`config.mk`:
```
export PLATFORM = sky130hd
export DESIGN_NAME = encoder_position_speed_filter_core
export DESIGN_NICKNAME = d
export VERILOG_FILES = /design/src/hw/rtl/epsf_pkg.sv /design/src/hw/rtl/encoder_position_speed_filter_core.sv /design/src/hw/rtl/epsf_unit.sv
export VERILOG_INCLUDE_DIRS = /design/src /design/src/hw/rtl
export SDC_FILE = /design/constraint.sdc
export NUM_CORES = 2
export LEC_CHECK = 0
export BUFFER_PORTS_ARGS = -buffer_cell sky130_fd_sc_hd__buf_4
export CORE_MARGIN = 1
export CORE_UTILIZATION = 50
export DETAILED_ROUTE_END_ITERATION = 8
export PLACE_DENSITY = 0.66
export SLEW_MARGIN = 20
export SYNTH_ARGS = -nofsm -noshare
export SYNTH_HDL_FRONTEND = slang
export SYNTH_SLANG_ARGS = --single-unit
```
`constraint.sdc`:
```
create_clock -name clk -period 16.15 [get_ports clk]
set_input_delay 0.8075 -clock clk [delete_from_list [all_inputs] [get_ports clk]]
set_output_delay 0.8075 -clock clk [all_outputs]
set_load 0.005 [all_outputs]
```
`src/hw/rtl/encoder_position_speed_filter_core_macros.svh`:
```
// assertion macros for the encoder position and speed filter
`ifndef ENCODER_POSITION_SPEED_FILTER_CORE_MACROS_SVH
`define ENCODER_POSITION_SPEED_FILTER_CORE_MACROS_SVH
`ifndef SYNTHESIS
`define EPSF_CHECK(label, expr) label: assert property (@(posedge clk) disable iff (!arst_n) \
	(expr)) else $error("epsf check failed");
`define EPSF_CHECK_NXT(label, ante, cons) label: assert property (@(posedge clk) \
	disable iff (!arst_n) (ante) |=> (cons)) else $error("epsf next check failed");
`else
`define EPSF_CHECK(label, expr)
`define EPSF_CHECK_NXT(label, ante, cons)
`endif
`endif

```
`src/hw/rtl/epsf_pkg.sv`:
```
// types, constants and helpers for the encoder position and speed filter
package epsf_pkg;
	localparam int COUNTER_WIDTH = 16;
	localparam int COEF_FRAC_BITS_DEF = 16;
	localparam int COEF_W = 25;
	localparam int MUL_ITER = COEF_W;
	localparam int NUM_BANDS = 12;

	localparam logic [2:0] REG_PPR = 3'd0;
	localparam logic [2:0] REG_FACTOR = 3'd1;
	localparam logic [2:0] REG_FILT_EN = 3'd2;
	localparam logic [2:0] REG_CUTOFF = 3'd3;
	localparam logic [2:0] REG_RELOAD = 3'd4;

	typedef enum logic {OP_MUL = 1'b0, OP_DIV = 1'b1} op_t;

	typedef struct packed {
		logic        start;
		op_t         op;
		logic [63:0] opa;
		logic [63:0] opb;
	} unit_cmd_t;

	typedef struct packed {
		logic        done;
		logic [63:0] result;
	} unit_rsp_t;

	typedef logic [NUM_BANDS-1:0][31:0] e8_tab_t;
	typedef logic [NUM_BANDS-1:0][COEF_W-1:0] coef_tab_t;

	localparam e8_tab_t BAND_B = {
		32'd50390953, 32'd54029650, 32'd57848789, 32'd61862133, 32'd66084882, 32'd70533864,
		32'd75227759, 32'd80187364, 32'd85435899, 32'd90999367, 32'd93908194, 32'd96906992};
	localparam e8_tab_t BAND_A = {
		32'd24804523, 32'd22985175, 32'd21075605, 32'd19068933, 32'd16957559, 32'd14733068,
		32'd12386120, 32'd9906318, 32'd7282051, 32'd4500317, 32'd3045903, 32'd1546504};

	function automatic coef_tab_t coef_table(input e8_tab_t e8, input int frac);
		coef_tab_t   t;
		logic [63:0] v;
		for (int i = 0; i < NUM_BANDS; i++) begin
			v = ((64'(e8[i]) << frac) + 64'd50000000) / 64'd100000000;
			t[i] = v[COEF_W-1:0];
		end
		return t;
	endfunction

	function automatic logic [63:0] mag64(input logic signed [63:0] v);
		return v[63] ? 64'(-v) : 64'(v);
	endfunction

	function automatic logic signed [39:0] sat40(input logic signed [63:0] v);
		if (v > 64'sd549755813887) return 40'sh7F_FFFF_FFFF;
		if (v < -64'sd549755813888) return 40'sh80_0000_0000;
		return v[39:0];
	endfunction

	function automatic logic signed [47:0] sat48(input logic signed [63:0] v);
		if (v > 64'sd140737488355327) return 48'sh7FFF_FFFF_FFFF;
		if (v < -64'sd140737488355328) return 48'sh8000_0000_0000;
		return v[47:0];
	endfunction
endpackage

```
`src/hw/rtl/encoder_position_speed_filter_core.sv`:
```
// top level: sample intake, sequencer over the shared unit, result register
//  channel | dir | tdata (low bit up)                          | tuser
//  s_axis  | in  | counter_value[15:0]                         | counting_down
//  m_axis  | out | position_count, count_delta, position_units,| -
//          |     | speed_rpm, speed_units (176 bits)           |
//  cfg     | in  | cfg_index selects register, cfg_data value  | -
// unit ops run UMUL, UDIV, RMUL, RDIV, then SDIV; the filter adds FB, FA0 and FA1;
// each shared unit op has a start step, its iterations and a done step:
// a multiply or a divide, plus a step to scale rpm and, with the filter, a step for filter out
// s_tready is high only while idle with no result pending; the result holds on m_axis until taken
// arst_n clears control and encoder state and loads the configuration defaults
module encoder_position_speed_filter_core import epsf_pkg::*; #(
	parameter int COEF_FRAC_BITS = COEF_FRAC_BITS_DEF
) (
	input  logic          clk,
	input  logic          arst_n,
	input  logic          s_tvalid,
	output logic          s_tready,
	input  logic [15:0]   s_tdata,   // counter_value
	input  logic          s_tuser,   // counting_down
	output logic          m_tvalid,
	input  logic          m_tready,
	output logic [175:0]  m_tdata,   // position_count, count_delta, position_units,
	                                 // speed_rpm, speed_units
	input  logic          cfg_wr_en,
	input  logic [2:0]    cfg_index,
	input  logic [23:0]   cfg_data
);
	`include "encoder_position_speed_filter_core_macros.svh"

	localparam coef_tab_t B_TAB = coef_table(BAND_B, COEF_FRAC_BITS);
	localparam coef_tab_t A_TAB = coef_table(BAND_A, COEF_FRAC_BITS);
	localparam logic [63:0] FRAC_HALF = 64'd1 << (COEF_FRAC_BITS - 1);

	typedef enum logic [10:0] {
		ST_IDLE = 11'b00000000001,
		ST_UMUL = 11'b00000000010,
		ST_UDIV = 11'b00000000100,
		ST_RMUL = 11'b00000001000,
		ST_RDIV = 11'b00000010000,
		ST_FB   = 11'b00000100000,
		ST_FA0  = 11'b00001000000,
		ST_FA1  = 11'b00010000000,
		ST_FOUT = 11'b00100000000,
		ST_RPM  = 11'b01000000000,
		ST_SDIV = 11'b10000000000
	} state_t;

	state_t state_q;
	logic   out_vld_q;
	logic   issued_q;

	logic [15:0] ppr_q;
	logic [23:0] factor_q;
	logic        filt_en_q;
	logic [7:0]  cutoff_q;
	logic [15:0] reload_q;

	logic [COUNTER_WIDTH-1:0] last_q;
	logic                     seen_q;
	logic signed [31:0]       pos_q;
	logic signed [15:0]       delta_q;
	logic signed [39:0]       fout_q;
	logic signed [39:0]       fin_q;

	logic                neg_q;
	logic [63:0]         tmp_q;
	logic signed [63:0]  acc_q;
	logic signed [47:0]  units_q;
	logic signed [39:0]  rps_q;
	logic signed [39:0]  rpm_q;
	logic signed [39:0]  spu_q;

	unit_cmd_t cmd;
	unit_rsp_t rsp;

	logic               in_acc;
	logic [COUNTER_WIDTH-1:0] cnt_in;
	logic signed [17:0] cs, ls, rs, d_raw;
	logic signed [15:0] d_sat;
	logic [15:0]        ppr_eff;
	logic [17:0]        cpr;
	logic [23:0]        fac_eff;
	logic [3:0]         band;
	logic [COEF_W-1:0]  b_coef, a_coef;
	logic signed [63:0] res_s;
	logic [63:0]        acc_mag, fq;
	logic signed [47:0] rps48, rpm_raw;
	logic signed [39:0] y_new, rpm_new;

	epsf_unit u_unit (.clk(clk), .arst_n(arst_n), .cmd(cmd), .rsp(rsp));

	assign s_tready = (state_q == ST_IDLE) && !out_vld_q;
	assign in_acc = s_tvalid && s_tready;
	assign m_tvalid = out_vld_q;
	assign m_tdata = {spu_q, rpm_q, units_q, delta_q, pos_q};

	assign ppr_eff = (ppr_q == '0) ? 16'd1 : ppr_q;
	assign cpr = {ppr_eff, 2'b00};
	assign fac_eff = (factor_q == '0) ? 24'd1 : factor_q;

	always_comb begin
		case (cutoff_q) inside
			[8'd0:8'd5]:   band = 4'd0;
			[8'd6:8'd10]:  band = 4'd1;
			[8'd11:8'd15]: band = 4'd2;
			[8'd16:8'd25]: band = 4'd3;
			[8'd26:8'd35]: band = 4'd4;
			[8'd36:8'd45]: band = 4'd5;
			[8'd46:8'd55]: band = 4'd6;
			[8'd56:8'd65]: band = 4'd7;
			[8'd66:8'd75]: band = 4'd8;
			[8'd76:8'd85]: band = 4'd9;
			[8'd86:8'd95]: band = 4'd10;
			default:       band = 4'd11;
		endcase
	end
	assign b_coef = B_TAB[band];
	assign a_coef = A_TAB[band];

	// wrap-aware delta
	assign cnt_in = s_tdata[COUNTER_WIDTH-1:0];
	assign cs = signed'(18'(cnt_in));
	assign ls = signed'(18'(last_q));
	assign rs = signed'(18'(reload_q));
	always_comb begin
		d_raw = '0;
		if (seen_q) begin
			if (cnt_in > last_q)
				d_raw = s_tuser ? (cs - ls - rs) : (cs - ls);
			else if (cnt_in < last_q)
				d_raw = s_tuser ? (cs - ls) : (cs + rs - ls);
		end
		if (d_raw > 18'sd32767)
			d_sat = 16'sh7FFF;
		else if (d_raw < -18'sd32768)
			d_sat = 16'sh8000;
		else
			d_sat = d_raw[15:0];
	end

	assign res_s = neg_q ? -signed'(rsp.result) : signed'(rsp.result);
	assign acc_mag = mag64(acc_q);
	assign fq = (acc_mag + FRAC_HALF) >> COEF_FRAC_BITS;
	assign y_new = sat40(acc_q[63] ? -signed'(fq) : signed'(fq));
	assign rps48 = 48'(rps_q);
	assign rpm_raw = (rps48 <<< 6) - (rps48 <<< 2);
	assign rpm_new = sat40(64'(rpm_raw));

	always_comb begin
		cmd.start = 1'b0;
		cmd.op = OP_MUL;
		cmd.opa = tmp_q;
		cmd.opb = 64'(cpr);
		case (state_q)
			ST_UMUL: begin
				cmd.start = !issued_q;
				cmd.opa = mag64(64'(pos_q));
				cmd.opb = 64'(factor_q);
			end
			ST_UDIV, ST_RDIV: begin
				cmd.start = !issued_q;
				cmd.op = OP_DIV;
			end
			ST_RMUL: begin
				cmd.start = !issued_q;
				cmd.opa = mag64(64'(delta_q));
				cmd.opb = 64'd256000;
			end
			ST_FB: begin
				cmd.start = !issued_q;
				cmd.opa = mag64(64'(fout_q));
				cmd.opb = 64'(b_coef);
			end
			ST_FA0: begin
				cmd.start = !issued_q;
				cmd.opa = mag64(64'(rps_q));
				cmd.opb = 64'(a_coef);
			end
			ST_FA1: begin
				cmd.start = !issued_q;
				cmd.opa = mag64(64'(fin_q));
				cmd.opb = 64'(a_coef);
			end
			ST_SDIV: begin
				cmd.start = !issued_q;
				cmd.op = OP_DIV;
				cmd.opb = 64'(fac_eff);
			end
			default: cmd.start = 1'b0;
		endcase
	end

	always_ff @(posedge clk or negedge arst_n) begin
		if (!arst_n) begin
			ppr_q <= 16'd2048;
			factor_q <= 24'd65536;
			filt_en_q <= 1'b0;
			cutoff_q <= 8'd20;
			reload_q <= 16'd65535;
		end else if (cfg_wr_en) begin
			case (cfg_index)
				REG_PPR:     ppr_q <= cfg_data[15:0];
				REG_FACTOR:  factor_q <= cfg_data;
				REG_FILT_EN: filt_en_q <= cfg_data[0];
				REG_CUTOFF:  cutoff_q <= cfg_data[7:0];
				REG_RELOAD:  reload_q <= cfg_data[15:0];
				default:     ppr_q <= ppr_q;
			endcase
		end
	end

	always_ff @(posedge clk or negedge arst_n) begin
		if (!arst_n) begin
			state_q <= ST_IDLE;
			out_vld_q <= 1'b0;
			issued_q <= 1'b0;
			last_q <= '0;
			seen_q <= 1'b0;
			pos_q <= '0;
			fout_q <= '0;
			fin_q <= '0;
		end else begin
			if (cmd.start)
				issued_q <= 1'b1;
			else if (rsp.done)
				issued_q <= 1'b0;
			if (out_vld_q && m_tready)
				out_vld_q <= 1'b0;
			case (state_q)
				ST_IDLE: begin
					if (in_acc) begin
						seen_q <= 1'b1;
						last_q <= cnt_in;
						pos_q <= pos_q + 32'(d_sat);
						state_q <= ST_UMUL;
					end
				end
				ST_UMUL: if (rsp.done && issued_q) state_q <= ST_UDIV;
				ST_UDIV: if (rsp.done && issued_q) state_q <= ST_RMUL;
				ST_RMUL: if (rsp.done && issued_q) state_q <= ST_RDIV;
				ST_RDIV: begin
					if (rsp.done && issued_q)
						state_q <= filt_en_q ? ST_FB : ST_RPM;
				end
				ST_FB:   if (rsp.done && issued_q) state_q <= ST_FA0;
				ST_FA0:  if (rsp.done && issued_q) state_q <= ST_FA1;
				ST_FA1:  if (rsp.done && issued_q) state_q <= ST_FOUT;
				ST_FOUT: begin
					fin_q <= rps_q;
					fout_q <= y_new;
					state_q <= ST_RPM;
				end
				ST_RPM:  state_q <= ST_SDIV;
				ST_SDIV: begin
					if (rsp.done && issued_q) begin
						out_vld_q <= 1'b1;
						state_q <= ST_IDLE;
					end
				end
				default: state_q <= ST_IDLE;
			endcase
		end
	end

	// datapath captures
	always_ff @(posedge clk) begin
		case (state_q)
			ST_IDLE: begin
				if (in_acc) begin
					delta_q <= d_sat;
					neg_q <= pos_q[31] ^ 1'b0;
				end
			end
			ST_UMUL: begin
				neg_q <= pos_q[31];
				if (rsp.done && issued_q)
					tmp_q <= rsp.result + 64'({ppr_eff, 1'b0});
			end
			ST_UDIV: begin
				if (rsp.done && issued_q) begin
					units_q <= sat48(res_s);
					neg_q <= delta_q[15];
				end
			end
			ST_RMUL: begin
				if (rsp.done && issued_q)
					tmp_q <= rsp.result + 64'({ppr_eff, 1'b0});
			end
			ST_RDIV: begin
				if (rsp.done && issued_q) begin
					rps_q <= res_s[39:0];
					neg_q <= fout_q[39];
					acc_q <= '0;
				end
			end
			ST_FB: begin
				if (rsp.done && issued_q) begin
					acc_q <= acc_q + res_s;
					neg_q <= rps_q[39];
				end
			end
			ST_FA0: begin
				if (rsp.done && issued_q) begin
					acc_q <= acc_q + res_s;
					neg_q <= fin_q[39];
				end
			end
			ST_FA1: if (rsp.done && issued_q) acc_q <= acc_q + res_s;
			ST_FOUT: rps_q <= y_new;
			ST_RPM: begin
				rpm_q <= rpm_new;
				neg_q <= rpm_new[39];
				tmp_q <= (mag64(64'(rpm_new)) << 16) + 64'(fac_eff >> 1);
			end
			ST_SDIV: if (rsp.done && issued_q) spu_q <= sat40(res_s);
			default: neg_q <= neg_q;
		endcase
	end

	`EPSF_CHECK(a_ready_valid_excl, !(s_tready && m_tvalid))
	`EPSF_CHECK_NXT(a_busy_after_accept, s_tvalid && s_tready, !s_tready && !m_tvalid)
	`EPSF_CHECK_NXT(a_idle_after_take, m_tvalid && m_tready, s_tready)
	`EPSF_CHECK(a_start_only_once, !(cmd.start && issued_q))
endmodule

```
`src/hw/rtl/epsf_unit.sv`:
```
// shared shift-add multiplier and restoring divider, one bit per cycle
module epsf_unit import epsf_pkg::*; (
	input  logic      clk,
	input  logic      arst_n,
	input  unit_cmd_t cmd,
	output unit_rsp_t rsp
);
	logic        busy_q;
	logic        done_q;
	op_t         op_q;
	logic [5:0]  cnt_q;
	logic [63:0] acc_q;
	logic [63:0] sh_q;
	logic [63:0] mb_q;
	logic [63:0] rem_sh;

	assign rem_sh = {acc_q[62:0], sh_q[63]};

	always_ff @(posedge clk or negedge arst_n) begin
		if (!arst_n) begin
			busy_q <= 1'b0;
			done_q <= 1'b0;
			op_q <= OP_MUL;
			cnt_q <= '0;
		end else if (cmd.start) begin
			busy_q <= 1'b1;
			done_q <= 1'b0;
			op_q <= cmd.op;
			cnt_q <= (cmd.op == OP_MUL) ? 6'(MUL_ITER - 1) : 6'd63;
		end else if (busy_q) begin
			if (cnt_q == '0) begin
				busy_q <= 1'b0;
				done_q <= 1'b1;
			end else begin
				cnt_q <= cnt_q - 6'd1;
			end
		end else begin
			done_q <= 1'b0;
		end
	end

	always_ff @(posedge clk) begin
		if (cmd.start) begin
			acc_q <= '0;
			sh_q <= cmd.opa;
			mb_q <= cmd.opb;
		end else if (busy_q) begin
			case (op_q)
				OP_MUL: begin
					if (mb_q[0])
						acc_q <= acc_q + sh_q;
					sh_q <= {sh_q[62:0], 1'b0};
					mb_q <= {1'b0, mb_q[63:1]};
				end
				OP_DIV: begin
					if (rem_sh >= mb_q) begin
						acc_q <= rem_sh - mb_q;
						sh_q <= {sh_q[62:0], 1'b1};
					end else begin
						acc_q <= rem_sh;
						sh_q <= {sh_q[62:0], 1'b0};
					end
				end
				default: acc_q <= acc_q;
			endcase
		end
	end

	assign rsp.done = done_q;
	assign rsp.result = (op_q == OP_MUL) ? acc_q : sh_q;
endmodule
```
# Word-level counts from Yosys, hierarchy flattened
# Memory sizes are Yosys's and may differ from the RTL's.
# Index checks and enable logic that the tools add are counted.
[word_totals]
in_bits = 49
output_inout_bits = 178
word_cells = 288
memories = 2
mem_bits_ro = 800
reg_bits = 721
[mem_list]
columns = ["memory", "depth", "word_bits", "read_ports", "rd_ports_with_merged_regs", "write_ports", "line", "text"]
rows = [
  ["(name not given)", 16, 25, 1, 0, 0, "encoder_position_speed_filter_core.sv:119", "assign a_coef = A_TAB[band];"],
  ["(name not given)", 16, 25, 1, 0, 0, "encoder_position_speed_filter_core.sv:118", "assign b_coef = B_TAB[band];"],
]
[classes]
eq_ne = 30
muxes = 121
reduce_logical = 48
bitwise = 1
n_addsub = 22
n_lt_le_gt_ge = 36
[op_table]
columns = ["op", "n"]
rows = [
  ["$mux 64", 19],
  ["$mux 40", 13],
  ["$pmux 64 s2", 4],
  ["$pmux 64 s5", 1],
  ["$mux 48", 5],
  ["$neg 40->64", 3],
  ["$add 64x64->64", 2],
  ["$gt 64x40->1 const B", 2],
  ["$lt 64x40->1 const B", 2],
  ["$neg 64->64", 2],
  ["$pmux 25 s5", 1],
  ["$pmux 11 s11", 1],
  ["$mux 11", 9],
  ["$mux 18", 5],
  ["$pmux 40 s2", 1],
  ["$add 64x16->64 const B", 1],
  ["$add 64x17->64", 1],
  ["$add 64x23->64", 1],
  ["$ge 64x64->1", 1],
  ["$gt 64x48->1 const B", 1],
  ["$lt 64x48->1 const B", 1],
  ["$neg 16->64", 1],
  ["$neg 32->64", 1],
  ["$neg 48->64", 1],
  ["68 further kinds", 179],
]

# Longest topological paths before layout
[logic_depth]
ltp_word = 17
mapped_depth = 48
ltp_nobuf = 48

# Hierarchy
# From an unflattened synthesis, not the netlist that was laid out.
[hier_totals]
cells_unflattened = 7550
area_unflattened_um2 = 63191.9
[by_module_without_submodules]
columns = ["module", "area_each_um2", "instances", "cells_each", "seq_area_each_um2"]
rows = [
  ["encoder_position_speed_filter_core", 45311.0, 1, 5399, 14575.2],
  ["epsf_unit", 17880.9, 1, 2151, 5350.1],
]

# Worst setup path before layout
# Ideal clock, no wire load.
[synth_timing]
kind = "input to register"
from = "in s_tdata[0]"
to = "reg pos_q[31]"
required_ns = 16.014
arrival_ns = 8.655
cell_stages = 36
path_buffers = 0
slack_ns = 7.359
cell_sequence = "inv_1 ha_1 fa_1 nor2b_1 o21ai_0 a21boi_0 o21ai_0 a21boi_0 o21ai_0 a21boi_0 o21ai_0 a21boi_0 o21ai_0 nand2b_1 a21o_1 a21o_1 xor2_1 ha_1 a21o_1 o21ai_0 a311oi_1 nor4b_1 ha_1 and2_1 a31o_2 o31ai_1 o2111ai_1 a31oi_1 nor2b_1 o21a_1 o21ai_0 nand2b_1 a21oi_1 xor2_1 nor2_1 xor2_1"
[synth_via]
elab_chain_len = 10
elab_cells_between_ends = 16
classes_between = "add/sub (5); order compare (4); mux (7)"
[synth_rtl]
columns = ["element", "line", "text"]
rows = [
  ["start: declaration", "encoder_position_speed_filter_core.sv:19", "input logic [15:0] s_tdata,"],
  ["$add 16x16->17", "encoder_position_speed_filter_core.sv:132", "d_raw = s_tuser ? (cs - ls) : (cs + rs - ls);"],
  ["$sub 17x16->18", "encoder_position_speed_filter_core.sv:132", ""],
  ["$mux 18", "encoder_position_speed_filter_core.sv:132", ""],
  ["$mux 18", "encoder_position_speed_filter_core.sv:131", "else if (cnt_in < last_q)"],
  ["$mux 18 *", "encoder_position_speed_filter_core.sv:129", "if (cnt_in > last_q)"],
  ["$mux 18 *", "encoder_position_speed_filter_core.sv:128", "if (seen_q) begin"],
  ["$lt 18x16->1", "encoder_position_speed_filter_core.sv:136", "else if (d_raw < -18'sd32768)"],
  ["$mux 16", "encoder_position_speed_filter_core.sv:136", ""],
  ["$mux 16 *", "encoder_position_speed_filter_core.sv:134", "if (d_raw > 18'sd32767)"],
  ["net d_sat[15]", "encoder_position_speed_filter_core.sv:80", "logic signed [15:0] d_sat;"],
  ["$add 32x16->32 *", "encoder_position_speed_filter_core.sv:235", "pos_q <= pos_q + 32'(d_sat);"],
  ["end signal: assignment", "encoder_position_speed_filter_core.sv:235", ""],
  ["end: declaration", "encoder_position_speed_filter_core.sv:61", "logic signed [31:0] pos_q;"],
]
# Mark *: on every way through the listed nets, which the timed path passes. The rest lies on a longest branch.
# A chain may end at the register's enable or synchronous reset.

# Worst setup path in the final report
[layout_timing]
from = "reg last_q[0]"
to = "reg pos_q[30]"
[layout_via]
elab_chain_len = 9
elab_cells_between_ends = 15
classes_between = "add/sub (4); order compare (4); mux (7)"
[layout_rtl]
columns = ["element", "line", "text"]
rows = [
  ["start: declaration", "encoder_position_speed_filter_core.sv:59", "logic [COUNTER_WIDTH-1:0] last_q;"],
  ["start signal: assignment", "encoder_position_speed_filter_core.sv:234", "last_q <= cnt_in;"],
  ["$sub 16x16->17 / $sub 17x16->18 (equally long branches)", "encoder_position_speed_filter_core.sv:130, encoder_position_speed_filter_core.sv:132", ""],
  ["$sub 18x17->18 / $mux 18 (equally long branches)", "encoder_position_speed_filter_core.sv:130, encoder_position_speed_filter_core.sv:132", ""],
  ["$mux 18, on equally long branches", "encoder_position_speed_filter_core.sv:130, encoder_position_speed_filter_core.sv:131", ""],
  ["$mux 18 *", "encoder_position_speed_filter_core.sv:129", ""],
  ["$mux 18 *", "encoder_position_speed_filter_core.sv:128", ""],
  ["$lt 18x16->1", "encoder_position_speed_filter_core.sv:136", ""],
  ["$mux 16", "encoder_position_speed_filter_core.sv:136", ""],
  ["$mux 16 *", "encoder_position_speed_filter_core.sv:134", ""],
  ["net d_sat[0]", "encoder_position_speed_filter_core.sv:80", ""],
  ["$add 32x16->32 *", "encoder_position_speed_filter_core.sv:235", ""],
]
# Marked as above.

==> results.toml <==
[cts]
holdBufCountCts = 0
cts_tree = "yes"
clockRootBuffer = "clkbuf_16"
htreeDepth = 3
clock_latency_ns = 0.70
cts_inserted_buffers = 85
cts_max_path_buffers = 3
clock_sinks = 680
cts_setup_buffers = 0
cts_resized = 0
clk_pin_slew_ns = 0.06

[route]
first_pass_iters = 6
drtIter0Drc = 5395
wirelength_um = 202000
drtAntennaViolNets = 0
drc_errors = 0
wl_per_cell_um = 23.9
vias = 52300
vias_per_cell = 6.19

[timing]
period_share = 0.611
hold_viol = 0
period_needed_ns = 9.87
rsz0062_at_grt = "false"
worst_slew_pin_slew_ns = 1.21
whs_ns = 0.174
finalSetupViolations = 0
setup_tns_ns = 0
skew_ns = 0.0476
slew_violations = 0
slew_headroom = 0.196
fmax_mhz = 101

[synth]
synth.area.top_cells = "edfxtp_1 21%, dfrtp_1 8.6%, ha_1 6.9%, xnor2_1 6.6%, o21ai_0 5.4%"
netlist_instances = 6753
ys_seq_elements = 680
synth-edff-count = 400
netlist.area_leader.share = 0.212
ys_warn_count = 0
yosysSeqAreaShare = 0.330
synth_area_um2 = 56800
yosysTopAreaCell = "edfxtp_1"
synthArstFlopShare = 0.318
ys_types = 111
synth_ff_type = "edfxtp_1"
syn-num-nets = 7138
syn_avg_cell_area_um2 = 8.41

[placement]
placed_area_um2 = 60200
place_hpwl_um = 157000
globalplace.congestion = 1.01
io_buffers = 226

[final_layout]
nets = 7254
final_common_cell = "nand2_1"
layout_common_cells = "631 x nand2_1, 607 x o21ai_0, 566 x nor2_1"
fin_area_um2 = 63200
drive_gt1_frac = 0.108
synthToLayoutAreaGrowth_pct = 11.2

[grt]
first_global_vias = 48600
gr-total-overflow = 0
antenna_found_initial = 7
grt_pass1_wl_um = 302000
grt_usage = 0.342
grt_max_degree = 96

[worst_setup_path]
r2r_slack_ns = 6.28
slowest_stage = "o211ai_1"
path_delay_family = "compound AO/OA/AOI/OAI gates"
cp_common_cell = "o21ai_0"
worstPathMaxFanout = 15
required_ns = 16.72
reg2reg_from = "last_q[0]"
critPathMaxStageDelay_ns = 0.69
crit_path_end_kind = "flop"
arrival_ns = 10.44
startpoint_type = "flop"
worstSetupStartpoint = "last_q[0]"
r2r_cells = 44
crit_buf_inv = 0
worstReg2RegEnd = "pos_q[30]"
worstSetupPathType = "flop to flop"

[floorplan]
die_area_um2 = 115000
die_x_um = 339
start_util = 0.505
core_um2 = 112000
num_rows = 123
num_io_pins = 227
die_height_um = 339

[power_and_ir_drop]
power_w = 0.0131
ir_drop_uv = 119
power_density_nw_per_um2 = 208
p_leak_nw = 26.2

[hold_path]
min-delay-path-class = "primary input to async pin"

[job]
drv_cap = 0

[run_status]
status = "finished, final reports clean"
[power by group]
group	switching (W)	internal [W]
Clock	0.000834	0.00115
Sequential	0.000547	0.00249
Combinational	0.00506	0.00303
[cells by family (layout without fill, tap and decap cells)]
kind of cell,after synthesis,count (layout),synth area share
and+or+nand+nor,2092,2092,0.178
other,0,2,0
AOI/OAI and AO/OA,2026,2026,0.223
xor gates and xnor gates,702,702,0.108
DFF,680,680,0.330
adders and majority gates,336,336,0.0772
muxes,175,175,0.0331
buffers and inverters,742,931,0.0507
[worst register-to-register path, delay by kind of cell, from the launching register on]
| kind | cells | cell delay [ns] |
|---|---|---|
| compound gates | 33 | 6.72 |
| fa+ha+maj | 5 | 1.65 |
| simple gates | 4 | 0.61 |
| flops | 1 | 0.40 |
| xor+xnor | 2 | 0.40 |
[cell usage after synthesis, drive strengths merged (48+ instances only)]
master,n
inv,407
edfxtp,400
nor2,575
a21oi,499
o21bai,54
nor3,146
a21o,132
nor4,67
a31oi,66
nand2b,60
o31ai,94
o211ai,54
or3,85
clkbuf,281
nand3,144
mux2i,73
a22oi,73
o21ai,660
xnor2,427
dfrtp,195
a211oi,48
dfxtp,64
mux2,102
buf,51
nand2,633
nand4,61
xor2,275
ha,312
nor2b,53
and3,55
[layer usage]
| metal | GRT usage | vias up | share of wire |
|---|---|---|---|
| li1 | - | 24700 | - |
| met3 | 0.0622 | 295 | 0.083 |
| met2 | 0.528 | 1934 | 0.44 |
| met1 | 0.484 | 25300 | 0.45 |
| met4 | 0.107 | 4 | 0.032 |
| met5 | 0 | - | 0.00013 |
[metrics by stage]
step,instances,setup WS [ns],utilization
floorplan,6753,7.36,-
CTS,8441,6.35,0.561
finish,8444,6.28,0.561
global route,8443,5.14,0.561
global placement,8281,5.90,0.535
detailed placement,8281,5.82,0.535
[worst max path at each step]
stage,endpoint,cells past startpoint
floorplan,pos_q[31],36
global placement,pos_q[31],45
detailed placement,pos_q[30],46
CTS,pos_q[30],44
global route,pos_q[31],44
finish,pos_q[30],44
[cell type report]
class | instances | area (um^2)
Timing Repair Buffer | 361 | 2720
Inverter | 410 | 1540
Clock buffer | 118 | 2520
Clock inverter | 42 | 393
Sequential cell | 680 | 18700
Multi-Input combinational cell | 5331 | 35400
Antenna cell | 2 | 5.00
Tap cell | 1500 | 1880
Fill cell | 10400 | 49300
[sequential cells by signal, summed over array words and instances, names as in the netlist, 6 cells and up]
signal / count
acc_q: 64
cutoff_q: 8
delta_q: 16
factor_q: 24
fin_q: 40
fout_q: 40
last_q: 16
pos_q: 32
ppr_q: 16
reload_q: 16
rpm_q: 39
rps_q: 40
spu_q: 40
state_q: 11
tmp_q: 64
u_unit.acc_q: 64
u_unit.cnt_q: 6
u_unit.mb_q: 24
u_unit.sh_q: 64
units_q: 48
No activity file was read; power rests on OpenSTA's default activity.
